[config.mk]
export PLATFORM = sky130hd
export DESIGN_NAME = pgm_p5_stream_parser_unit
export DESIGN_NICKNAME = d
export VERILOG_FILES = /design/src/rtl/pgm_p5_pkg.sv /design/src/rtl/pgm_p5_in_stage.sv /design/src/rtl/pgm_p5_core.sv /design/src/rtl/pgm_p5_out_stage.sv /design/src/rtl/pgm_p5_stream_parser_unit.sv
export SDC_FILE = /design/constraint.sdc
export NUM_CORES = 1
export LEC_CHECK = 0
export BUFFER_PORTS_ARGS = -buffer_cell sky130_fd_sc_hd__buf_2
export CORE_UTILIZATION = 40
export CTS_CLUSTER_SIZE = 12
export DETAILED_ROUTE_END_ITERATION = 8
export SYNTH_ARGS = -nofsm -noshare
export SYNTH_HDL_FRONTEND = slang
export SYNTH_SLANG_ARGS = --single-unit
export TNS_END_PERCENT = 20
[constraint.sdc]
create_clock -name aclk -period 6.87 [get_ports aclk]
set_input_delay 1.374 -clock aclk [delete_from_list [all_inputs] [get_ports aclk]]
set_output_delay 1.374 -clock aclk [all_outputs]
set_load 0.01 [all_outputs]
[src/rtl/pgm_p5_pkg.sv]
// ----------------------------------------------------------------------------
// pgm_p5_pkg: shared types and constants of the PGM P5 stream parser
// Parse phases, result kinds, error codes and the result word layout.
// ----------------------------------------------------------------------------
package pgm_p5_pkg;

    typedef enum logic [3:0] {
        PH_WAIT   = 4'd0,
        PH_MAG5   = 4'd1,
        PH_MAGNL  = 4'd2,
        PH_HASH   = 4'd3,
        PH_CBODY  = 4'd4,
        PH_WIDTH  = 4'd5,
        PH_HEIGHT = 4'd6,
        PH_MAXV   = 4'd7,
        PH_PIX    = 4'd8,
        PH_MAGP   = 4'd9
    } phase_t;

    typedef enum logic [1:0] {
        KIND_HEADER = 2'd0,
        KIND_PIXEL  = 2'd1,
        KIND_ERROR  = 2'd2
    } kind_t;

    typedef enum logic [2:0] {
        ERR_NONE       = 3'd0,
        ERR_BAD_MAGIC  = 3'd1,
        ERR_NO_COMMENT = 3'd2,
        ERR_BAD_NUMBER = 3'd3,
        ERR_NO_NEWLINE = 3'd4
    } err_t;

    typedef enum logic [1:0] {
        NUM_MORE = 2'd0,
        NUM_DONE = 2'd1,
        NUM_BAD  = 2'd2,
        NUM_NONL = 2'd3
    } num_res_t;

    localparam logic [7:0] CH_P     = 8'h50;
    localparam logic [7:0] CH_5     = 8'h35;
    localparam logic [7:0] CH_LF    = 8'h0A;
    localparam logic [7:0] CH_HASH  = 8'h23;
    localparam logic [7:0] CH_SPACE = 8'h20;
    localparam logic [7:0] CH_TAB   = 8'h09;
    localparam logic [7:0] CH_CR    = 8'h0D;
    localparam logic [7:0] CH_ZERO  = 8'h30;
    localparam logic [7:0] CH_NINE  = 8'h39;

    localparam int TDATA_OUT_W = 72;

    typedef struct packed {
        kind_t       kind;
        err_t        error_code;
        logic [15:0] image_width;
        logic [15:0] image_height;
        logic [15:0] gray_limit;
        logic [15:0] pixel_value;
        logic        last;
    } result_t;

endpackage

[src/rtl/pgm_p5_in_stage.sv]
// ----------------------------------------------------------------------------
// pgm_p5_in_stage: input word register
// Holds one accepted byte and its start flag until the parser consumes it.
// ----------------------------------------------------------------------------
module pgm_p5_in_stage (
    input  logic       aclk,
    input  logic       aresetn,
    input  logic       s_tvalid,
    output logic       s_tready,
    input  logic [7:0] s_tdata,
    input  logic       s_tuser,
    input  logic       out_free,
    output logic       in_valid,
    output logic       in_sof,
    output logic [7:0] in_byte
);
    logic       valid_reg, valid_next;
    logic       sof_reg;
    logic [7:0] byte_reg;
    logic       accept;

    // Take a new word when the register is empty or drains this cycle.
    assign s_tready = !valid_reg || out_free;
    assign accept   = s_tvalid && s_tready;

    always_comb begin
        if (accept) begin
            valid_next = 1'b1;
        end else if (out_free) begin
            valid_next = 1'b0;
        end else begin
            valid_next = valid_reg;
        end
    end

    always_ff @(posedge aclk) begin
        if (!aresetn) begin
            valid_reg <= 1'b0;
        end else begin
            valid_reg <= valid_next;
        end
    end

    always_ff @(posedge aclk) begin
        if (accept) begin
            sof_reg  <= s_tuser;
            byte_reg <= s_tdata;
        end
    end

    assign in_valid = valid_reg;
    assign in_sof   = sof_reg;
    assign in_byte  = byte_reg;

endmodule

[src/rtl/pgm_p5_core.sv]
// ----------------------------------------------------------------------------
// pgm_p5_core: header parser and pixel counter
// Advances the parse state by one byte per step and forms at most one result.
// ----------------------------------------------------------------------------
module pgm_p5_core #(
    parameter int DIM_BITS = 16
) (
    input  logic                aclk,
    input  logic                aresetn,
    input  logic                step,
    input  logic                in_sof,
    input  logic [7:0]          in_byte,
    output logic                res_valid,
    output pgm_p5_pkg::result_t res
);
    import pgm_p5_pkg::*;

    localparam logic [19:0] DimMax = 20'((64'd1 << DIM_BITS) - 64'd1);
    localparam logic [19:0] MaxvMax = 20'hFFFF;

    phase_t              phase_reg, phase_next;
    logic [15:0]         acc_reg, acc_next;
    logic                digit_reg, digit_next;
    logic [DIM_BITS-1:0] width_reg, width_next;
    logic [DIM_BITS-1:0] height_reg, height_next;
    logic [15:0]         maxval_reg, maxval_next;
    logic [DIM_BITS-1:0] col_reg, col_next;
    logic [DIM_BITS-1:0] row_reg, row_next;
    logic [7:0]          high_reg, high_next;
    logic                bphase_reg, bphase_next;

    phase_t        ph;
    logic          is_digit, is_space, over, wide, empty;
    logic [19:0]   v, limit;
    num_res_t      num;
    logic [15:0]   pix;
    logic [DIM_BITS:0] col_inc, row_inc;

    assign ph       = in_sof ? PH_MAGP : phase_reg;
    assign is_digit = (in_byte >= CH_ZERO) && (in_byte <= CH_NINE);
    assign is_space = (in_byte == CH_SPACE) || ((in_byte >= CH_TAB) && (in_byte <= CH_CR));
    assign v        = {1'b0, acc_reg, 3'b000} + {3'b000, acc_reg, 1'b0}
                      + {16'd0, 4'(in_byte - CH_ZERO)};
    assign limit    = (ph == PH_MAXV) ? MaxvMax : DimMax;
    assign over     = v > limit;
    assign wide     = maxval_reg[15:8] != 8'd0;
    assign empty    = (width_reg == '0) || (height_reg == '0);
    assign pix      = wide ? {high_reg, in_byte} : {8'd0, in_byte};
    assign col_inc  = {1'b0, col_reg} + 1'b1;
    assign row_inc  = {1'b0, row_reg} + 1'b1;

    // Classify one byte of a decimal field.
    always_comb begin
        if (is_digit) begin
            num = over ? NUM_BAD : NUM_MORE;
        end else if (!digit_reg) begin
            num = is_space ? NUM_MORE : NUM_BAD;
        end else if (ph == PH_WIDTH) begin
            num = is_space ? NUM_DONE : NUM_BAD;
        end else begin
            num = (in_byte == CH_LF) ? NUM_DONE : NUM_NONL;
        end
    end

    always_comb begin
        phase_next  = phase_reg;
        acc_next    = acc_reg;
        digit_next  = digit_reg;
        width_next  = width_reg;
        height_next = height_reg;
        maxval_next = maxval_reg;
        col_next    = col_reg;
        row_next    = row_reg;
        high_next   = high_reg;
        bphase_next = bphase_reg;
        res_valid   = 1'b0;
        res         = '0;

        if (step) begin
            phase_next = ph;
            unique case (ph)
                PH_MAGP, PH_MAG5, PH_MAGNL, PH_HASH: begin
                    if ((ph == PH_MAGP  && in_byte != CH_P)  ||
                        (ph == PH_MAG5  && in_byte != CH_5)  ||
                        (ph == PH_MAGNL && in_byte != CH_LF) ||
                        (ph == PH_HASH  && in_byte != CH_HASH)) begin
                        phase_next     = PH_WAIT;
                        res_valid      = 1'b1;
                        res.kind       = KIND_ERROR;
                        res.error_code = (ph == PH_HASH) ? ERR_NO_COMMENT : ERR_BAD_MAGIC;
                    end else begin
                        unique case (ph)
                            PH_MAGP:  phase_next = PH_MAG5;
                            PH_MAG5:  phase_next = PH_MAGNL;
                            PH_MAGNL: phase_next = PH_HASH;
                            default:  phase_next = PH_CBODY;
                        endcase
                    end
                end
                PH_CBODY: begin
                    if (in_byte == CH_LF) begin
                        phase_next = PH_WIDTH;
                        acc_next   = '0;
                        digit_next = 1'b0;
                    end
                end
                PH_WIDTH, PH_HEIGHT, PH_MAXV: begin
                    unique case (num)
                        NUM_MORE: begin
                            if (is_digit) begin
                                acc_next   = v[15:0];
                                digit_next = 1'b1;
                            end
                        end
                        NUM_BAD, NUM_NONL: begin
                            phase_next     = PH_WAIT;
                            res_valid      = 1'b1;
                            res.kind       = KIND_ERROR;
                            res.error_code = (num == NUM_BAD) ? ERR_BAD_NUMBER
                                                              : ERR_NO_NEWLINE;
                        end
                        NUM_DONE: begin
                            acc_next   = '0;
                            digit_next = 1'b0;
                            if (ph == PH_WIDTH) begin
                                width_next = acc_reg[DIM_BITS-1:0];
                                phase_next = PH_HEIGHT;
                            end else if (ph == PH_HEIGHT) begin
                                height_next = acc_reg[DIM_BITS-1:0];
                                phase_next  = PH_MAXV;
                            end else begin
                                maxval_next      = acc_reg;
                                col_next         = '0;
                                row_next         = '0;
                                bphase_next      = 1'b0;
                                phase_next       = empty ? PH_WAIT : PH_PIX;
                                res_valid        = 1'b1;
                                res.kind         = KIND_HEADER;
                                res.error_code   = ERR_NONE;
                                res.image_width  = 16'(width_reg);
                                res.image_height = 16'(height_reg);
                                res.gray_limit   = acc_reg;
                                res.last         = empty;
                            end
                        end
                        default: ;
                    endcase
                end
                PH_PIX: begin
                    if (wide && !bphase_reg) begin
                        // Hold the high byte of a big-endian pair.
                        high_next   = in_byte;
                        bphase_next = 1'b1;
                    end else begin
                        bphase_next     = 1'b0;
                        res_valid       = 1'b1;
                        res.kind        = KIND_PIXEL;
                        res.error_code  = ERR_NONE;
                        res.pixel_value = pix;
                        if (col_inc >= {1'b0, width_reg}) begin
                            col_next = '0;
                            row_next = row_inc[DIM_BITS-1:0];
                            if (row_inc >= {1'b0, height_reg}) begin
                                res.last   = 1'b1;
                                phase_next = PH_WAIT;
                            end
                        end else begin
                            col_next = col_inc[DIM_BITS-1:0];
                        end
                    end
                end
                default: phase_next = PH_WAIT;
            endcase
        end
    end

    always_ff @(posedge aclk) begin
        if (!aresetn) begin
            phase_reg  <= PH_WAIT;
            acc_reg    <= '0;
            digit_reg  <= 1'b0;
            width_reg  <= '0;
            height_reg <= '0;
            maxval_reg <= '0;
            col_reg    <= '0;
            row_reg    <= '0;
            high_reg   <= '0;
            bphase_reg <= 1'b0;
        end else begin
            phase_reg  <= phase_next;
            acc_reg    <= acc_next;
            digit_reg  <= digit_next;
            width_reg  <= width_next;
            height_reg <= height_next;
            maxval_reg <= maxval_next;
            col_reg    <= col_next;
            row_reg    <= row_next;
            high_reg   <= high_next;
            bphase_reg <= bphase_next;
        end
    end

endmodule

[src/rtl/pgm_p5_out_stage.sv]
// ----------------------------------------------------------------------------
// pgm_p5_out_stage: result word register
// Holds one result until the downstream side takes it.
// ----------------------------------------------------------------------------
module pgm_p5_out_stage (
    input  logic                aclk,
    input  logic                aresetn,
    input  logic                load,
    input  pgm_p5_pkg::result_t res,
    output logic                out_free,
    output logic                m_tvalid,
    input  logic                m_tready,
    output logic [71:0]         m_tdata,
    output logic [1:0]          m_tuser,
    output logic                m_tlast
);
    import pgm_p5_pkg::*;

    logic    valid_reg, valid_next;
    result_t data_reg;

    assign out_free = !valid_reg || m_tready;

    always_comb begin
        if (load) begin
            valid_next = 1'b1;
        end else if (m_tready) begin
            valid_next = 1'b0;
        end else begin
            valid_next = valid_reg;
        end
    end

    always_ff @(posedge aclk) begin
        if (!aresetn) begin
            valid_reg <= 1'b0;
        end else begin
            valid_reg <= valid_next;
        end
    end

    always_ff @(posedge aclk) begin
        if (load) begin
            data_reg <= res;
        end
    end

    assign m_tvalid = valid_reg;
    assign m_tuser  = data_reg.kind;
    assign m_tlast  = data_reg.last;
    assign m_tdata  = {5'd0, data_reg.pixel_value, data_reg.gray_limit,
                       data_reg.image_height, data_reg.image_width,
                       data_reg.error_code};

endmodule

[src/rtl/pgm_p5_stream_parser_unit.sv]
// ----------------------------------------------------------------------------
// pgm_p5_stream_parser_unit: PGM P5 byte stream parser
// Path: an accepted byte waits in the input word register; the parse step
// then loads any result it forms into the result register that drives m_tvalid.
// Throughput: one byte per cycle unless m_tready low stalls the result register.
// Reset: aresetn low clears both word registers and puts the parser in the
// wait phase; bytes are then ignored until one arrives with the start flag.
// ----------------------------------------------------------------------------
// Checks the "P5" line and one comment line, parses width, height and maximum
// gray value, emits one header word, then one pixel word per byte (maximum
// below 256) or per big-endian byte pair. The final pixel carries tlast; a
// header of an empty image carries tlast and ends the file. Any parse error
// emits one error word and drops the rest of the file.
module pgm_p5_stream_parser_unit #(
    parameter int DIM_BITS = 16
) (
    input  logic        aclk,
    input  logic        aresetn,
    // Input words
    input  logic        s_tvalid,
    output logic        s_tready,
    input  logic [7:0]  s_tdata,   // [7:0] data_byte
    input  logic        s_tuser,   // [0] start_of_file
    // Result words
    output logic        m_tvalid,
    input  logic        m_tready,
    output logic [71:0] m_tdata,   // [2:0] error_code, [18:3] image_width,
                                   // [34:19] image_height, [50:35] gray_limit,
                                   // [66:51] pixel_value, [71:67] zero
    output logic [1:0]  m_tuser,   // [1:0] kind
    output logic        m_tlast    // last
);
    import pgm_p5_pkg::*;

    logic       out_free;
    logic       in_valid;
    logic       in_sof;
    logic [7:0] in_byte;
    logic       step;
    logic       res_valid;
    result_t    res;

    pgm_p5_in_stage u_in (
        .aclk     (aclk),
        .aresetn  (aresetn),
        .s_tvalid (s_tvalid),
        .s_tready (s_tready),
        .s_tdata  (s_tdata),
        .s_tuser  (s_tuser),
        .out_free (out_free),
        .in_valid (in_valid),
        .in_sof   (in_sof),
        .in_byte  (in_byte)
    );

    // Advance the parser only when the result register can take its output.
    assign step = in_valid && out_free;

    pgm_p5_core #(
        .DIM_BITS (DIM_BITS)
    ) u_core (
        .aclk      (aclk),
        .aresetn   (aresetn),
        .step      (step),
        .in_sof    (in_sof),
        .in_byte   (in_byte),
        .res_valid (res_valid),
        .res       (res)
    );

    pgm_p5_out_stage u_out (
        .aclk     (aclk),
        .aresetn  (aresetn),
        .load     (step && res_valid),
        .res      (res),
        .out_free (out_free),
        .m_tvalid (m_tvalid),
        .m_tready (m_tready),
        .m_tdata  (m_tdata),
        .m_tuser  (m_tuser),
        .m_tlast  (m_tlast)
    );

endmodule
-- After elaboration in Yosys (flattened, before gate mapping)
Cells that the tools add are included.
Widths: inputs -> output; s select.
- bits in registers: 191
- input port bits: 13
- word-level logic and storage cells: 176
- $add $sub $neg: 5
- $lt $le $gt $ge: 7
- equality and inequality tests: 26
- multiplexer cells: 67
- bitwise logic cells: 7
- reduce and logical (&&, ||, !) cells: 42
- operators with widths (operator ; count):
    $mux 16 ; 9
    $pmux 16 s2 ; 4
    $mux 53 ; 1
    $mux 48 ; 1
    $mux 4 ; 9
    $add 16x1->17 const B ; 2
    $ge 17x16->1 ; 2
    $logic_not 16->1 ; 2
    $mux 1 ; 21
    $add 19x17->20 ; 1
    $add 20x4->20 ; 1
    $gt 20x16->1 const B ; 1
    $reduce_and 5->1 ; 4
    $eq 4x3->1 const B ; 4
    $mux 2 ; 8
    $ne 8x6->1 const B ; 2
    $pmux 4 s4 ; 1
    $pmux 5 s3 ; 1
    $logic_and 1x1->1 ; 10
    $pmux 1 s2 ; 5
    $pmux 5 s2 ; 1
    $pmux 3 s3 ; 1
    $eq 4x2->1 const B ; 2
    $eq 4x4->1 const B ; 2
    other kinds (34) ; 59

-- Logic depth before layout (Yosys ltp)
- word-level depth: 14
- gate-level depth with buffers: 17
- gate-level depth less buffers: 15

-- Modules after synthesis
A second synthesis with hierarchy kept.
- cells, all modules: 1024
- area total of the unflattened synthesis: 9810.7 µm²
- by module, submodules not included (module ; times used ; cells an instance ; area each (µm²) ; sequential area each (µm²)):
    pgm_p5_core ; 1 ; 928 ; 7278.2 ; 2042.0
    pgm_p5_out_stage ; 1 ; 80 ; 2192.1 ; 2122.0
    pgm_p5_in_stage ; 1 ; 14 ; 327.8 ; 290.3
    pgm_p5_stream_parser_unit ; 1 ; 2 ; 12.5 ; 0.0

-- Least setup slack after synthesis
Ideal clock, no wire load.
- path type: reg-to-reg
- start: register u_in.byte_reg[3], in the netlist u_in.in_byte[3]
- end: register u_out.data_reg (netlist bit u_out.m_tdata[0]) (enable)
- setup time: 0.521 ns
- data arrival time: 6.280 ns
- setup slack: 0.069 ns
- cell stages (with the launch flop): 13
- path buffers: 0
- clock period less this slack: 6.801 ns
- cell sequence: edfxtp_1 inv_1 fa_1 inv_1 fa_1 a211oi_1 o21ai_0 a211o_1 o211ai_1 a2111o_1 o21ai_1 o21a_1 a21oi_1
- cells in the longest elaborated chain, start to end: 13
- ends and longest elaborated chain (what ; line ; source):
    start, declared ; pgm_p5_in_stage.sv:19 ; logic [7:0] byte_reg;
    start signal, assigned ; pgm_p5_in_stage.sv:47 ; byte_reg <= s_tdata;
    parallel branches: the longest is 10 deep, another holds $add 20x4->20 ; n/a ;
    $pmux 1 s3 * ; pgm_p5_core.sv:81 ; unique case (ph)
    $mux 1 * ; pgm_p5_core.sv:79 ; if (step) begin
    $logic_and 1x1->1 * ; pgm_p5_stream_parser_unit.sv:74 ; .load (step && res_valid),
    named net u_out.load ; pgm_p5_out_stage.sv:8 ; input logic load,
    end signal, assigned ; pgm_p5_out_stage.sv:44 ; data_reg <= res;
    end, declared ; pgm_p5_out_stage.sv:20 ; result_t data_reg;
Mark *: on every way through the listed nets, which the timed path passes.
A chain may end at the register's enable or synchronous reset.

-- Final worst setup path
- start: register u_in.byte_reg[3], in the netlist u_in.in_byte[3]
- end: register u_out.data_reg (netlist bit u_out.m_tdata[53]) (enable)
The elaborated chain is that of the path after synthesis.

==> metrics.md <==
| Metric | Value |
|---|---|
| Post-synthesis instance area | `0.00981 mm2` |
| Cells after Synth | `1032` |
| Initial DRC count | `around 470` |
| Root buf cell | `clkbuf_16` |
| R2R Setup Slk | `1.87 ns` |
| DIE WIDTH | `around 160 um` |
| Longest Clk Path Bufs | `2` |
| Post-CTS Resized | `0` |
| Aggregate global routing overflow | `0` |
| Crit-path cells | `inv_1 > fa_1 > inv_1 > ha_1 > a211o_1 > a211oi_1 > o21bai_1 > o21ai_0 > xnor2_1 > o21ai_1 > o21a_1 > a21oi_4 > buf_12` |
| IO buf count | `84` |
| Setup-failing EPs final | `0` |
| Sequential share of the synthesized area | `45.4%` |
| Post-CTS setup buffers | `0` |
| Worst Min Path Start | `u_core.high_reg[5]` |
| Crit start category | `flop` |
| Number of global-route vias before repair | `approximately 7300` |
| CP Capture Type | `flop` |
| Final Hold Viols | `0` |
| Number of CTS-inserted buffers | `17` |
| H-tree level count | `4` |
| Synth async-reset ratio | `0%` |
| Post-synth EDFFs | `between 70 and 80` |
| Via density | `around 5.4` |
| Worst reg2reg path depth | `13` |
| Slowest stage cell, crit path | `a21oi_4` |
| Final Cycle Share | `a little over 70%` |
| CP Buf/Inv Count | `3` |
| Max_cap viols | `0` |
| Synth Area per Inst | `about 9.5 um2` |
| CP top delay family | `compound AO/OA/AOI/OAI gates` |
| Die H | `around 160 um` |
| WHS Endpoint | `u_core.high_reg[5]` |
| Unrepaired setup endpoints after global routing | `no` |
| Total inserted antenna cells | `0` |
| Io pins | `90` |
| Synthesis-to-finish area growth | `13.5%` |
| Most common cell in the netlist | `nor2_1` |
| Post-DRT Antenna Nets | `0` |
| Critical path peak fanout | `37` |
| Fin cells | `around 1400` |
| Design Power | `roughly 2200 uW` |
| Yosys warns | `0` |
| Synth top area cells | `edfxtp_1 (24%), dfxtp_1 (21%), ha_1 (8.3%)` |
| CTS Hold Buffers Added | `0` |
| CTS tree | `yes` |
| Worst hold path depth | `2` |
| Synth top area share | `roughly a quarter` |
| Yosys cell types | `71` |
| Die area | `around 0.025 mm2` |
| Register Area | `about 0.0045 mm2` |
| Worst Path Required | `approximately 7 ns` |
| Placer Congestion | `slightly below 0.9` |
| # rows | `56` |
| Largest stage delay, worst path | `approximately 0.94 ns` |
| Post-layout minimum cycle time | `5.00 ns` |
| Routed wire length | `24700 um` |
| Clk_lat worst skew | `roughly 0.43 ns` |
| Dominant cell type by area after synthesis | `edfxtp_1` |
| WS Path Type | `reg -> reg` |
| Hold crit path type | `reg -> reg` |
| Outcome | `finished, final reports clean` |
| Core area | `roughly 0.024 mm2` |
| First-pass DRT Iterations | `5` |
| DRC Markers | `0` |
| Critical path's most frequent cell | `inv_1` |
| GR Util All Layers | `between 20% and 30%` |
| VDD IR-drop max | `approximately 0.00014 V` |
| Seq cells post-synth | `around 180` |
| Detail Placement HPWL | `17700 um` |
| Top cells by count, synth | `nor2_1 (112), dfxtp_1 (104), nand2_1 (93)` |
| P_leak | `0.00478 uW` |
| Relative slew margins | `a little under a fifth` |
| Nets | `1181` |
| CP arrival | `just over 5 ns` |
| Clock sink count | `183` |
| Drt wl/cell | `approximately 17 um` |
| FF-to-FF End | `u_out.m_tdata[53]` |
| Initial Utilization | `41.3%` |
| Clk slew on worst S/H paths | `~0.070 ns` |
| Global-route wire length before repair | `roughly 39000 um` |
| Max Transition Viols Final | `0` |
| Pwr dens | `approximately 200 mW/mm2` |
| Multi-input gate area | `0.00498 mm2` |
| Via count | `7706` |
| Layout filler cell count | `around 2300` |
| DP Cell Count | `1401` |
| Fmax | `approximately 0.20 GHz` |
| Most used DFF post-synth | `dfxtp_1` |
| Max FFs per register | `67` |
| Pin count of the biggest net entering global routing | `65` |
| Worst clock skew | `0.0117 ns` |
| Fraction of layout cells with a size suffix above 1 | `~13%` |
| Reg2reg start | `u_in.in_byte[3]` |
| Initial antenna violation count | `0` |
| Worst-Margin Slew | `1.21 ns` |
| Setup TNS | `0 ns` |
| Final hold slack | `0.451 ns` |
| Levels on crit path | `13` |
==> how the worst max path moves through the flow <==
stage / from / to / slack (ns)
after floorplan: u_in.in_byte[3] / u_out.m_tdata[0] / 0.07
after global placement: u_in.in_byte[3] / u_out.m_tdata[47] / 2.00
after detailed placement: u_in.in_byte[3] / u_out.m_tdata[47] / 1.90
after CTS: u_in.in_byte[3] / u_out.m_tdata[47] / 1.87
after global routing: u_in.in_byte[3] / u_out.m_tdata[53] / 1.51
final: u_in.in_byte[3] / u_out.m_tdata[53] / 1.87
==> layer usage <==
metal | global-route usage (%) | vias up | part of all wire [%]
li1 | - | 3826 | -
met1 | 28.7 | 3645 | 49
met2 | 32.1 | 198 | 45
met3 | 3.10 | 37 | 4.6
met4 | 6.87 | 0 | 2.3
met5 | 0 | - | 0
==> final cells by class <==
cell class | count | area share [%]
clock buffer | 17 | 3.82
clock inverter | 15 | 1.65
inverter | 50 | 1.69
sequential | 183 | 40.0
timing repair buffer | 93 | 4.49
multi-input combinational | 756 | 44.8
tap | 319 | 3.58
==> stage by stage <==
step / area (um2) / util (%) / setup WS (ns)
5_1_grt: 11100 / 46.9 / 1.51
2_1_floorplan: 9820 / - / 0.0686
4_1_cts: 11100 / 46.9 / 1.87
3_3_place_gp: 10500 / 44.3 / 2.00
6_report: 11100 / 46.9 / 1.87
3_5_place_dp: 10500 / 44.3 / 1.90
==> cell families (layout without fill, tap and decap cells) <==
kind of cell / Yosys count / count (layout) / share of synthesized area, %
AO/OA/AOI/OAI: 200 / 200 / 13.4
flip-flops: 183 / 183 / 45.4
XOR/XNOR: 42 / 42 / 3.75
multiplexers: 51 / 51 / 5.22
buffers and inverters: 97 / 175 / 4.03
other: 1 / 5 / 0.0382
AND/OR/NAND/NOR: 391 / 391 / 19.4
adder cells (fa/ha/maj): 67 / 67 / 8.70
==> layout by cell type, fill, tap and decap left out, drive strengths merged, types with 37 or more instances in the layout <==
cell	synthesis	layout
mux2i	50	50
o21ai	37	37
nor2	114	114
inv	50	57
nand3	57	57
nand2	94	94
a21oi	69	69
ha	65	65
dfxtp	104	104
edfxtp	79	79
buf	14	93
==> worst min-delay path: stages (launching register included) <==
cell and delay [ns]:
dfxtp_1 0.31, nand2_1 0.05, a21oi_1 0.05
==> power by group <==
part / switching (uW) / internal (uW)
logic: 40.7 / 15.0
clock network: 464 / 554
registers: 10.1 / 1140
total: 515 / 1710
Note: power is estimated with default switching activity, not from simulation.
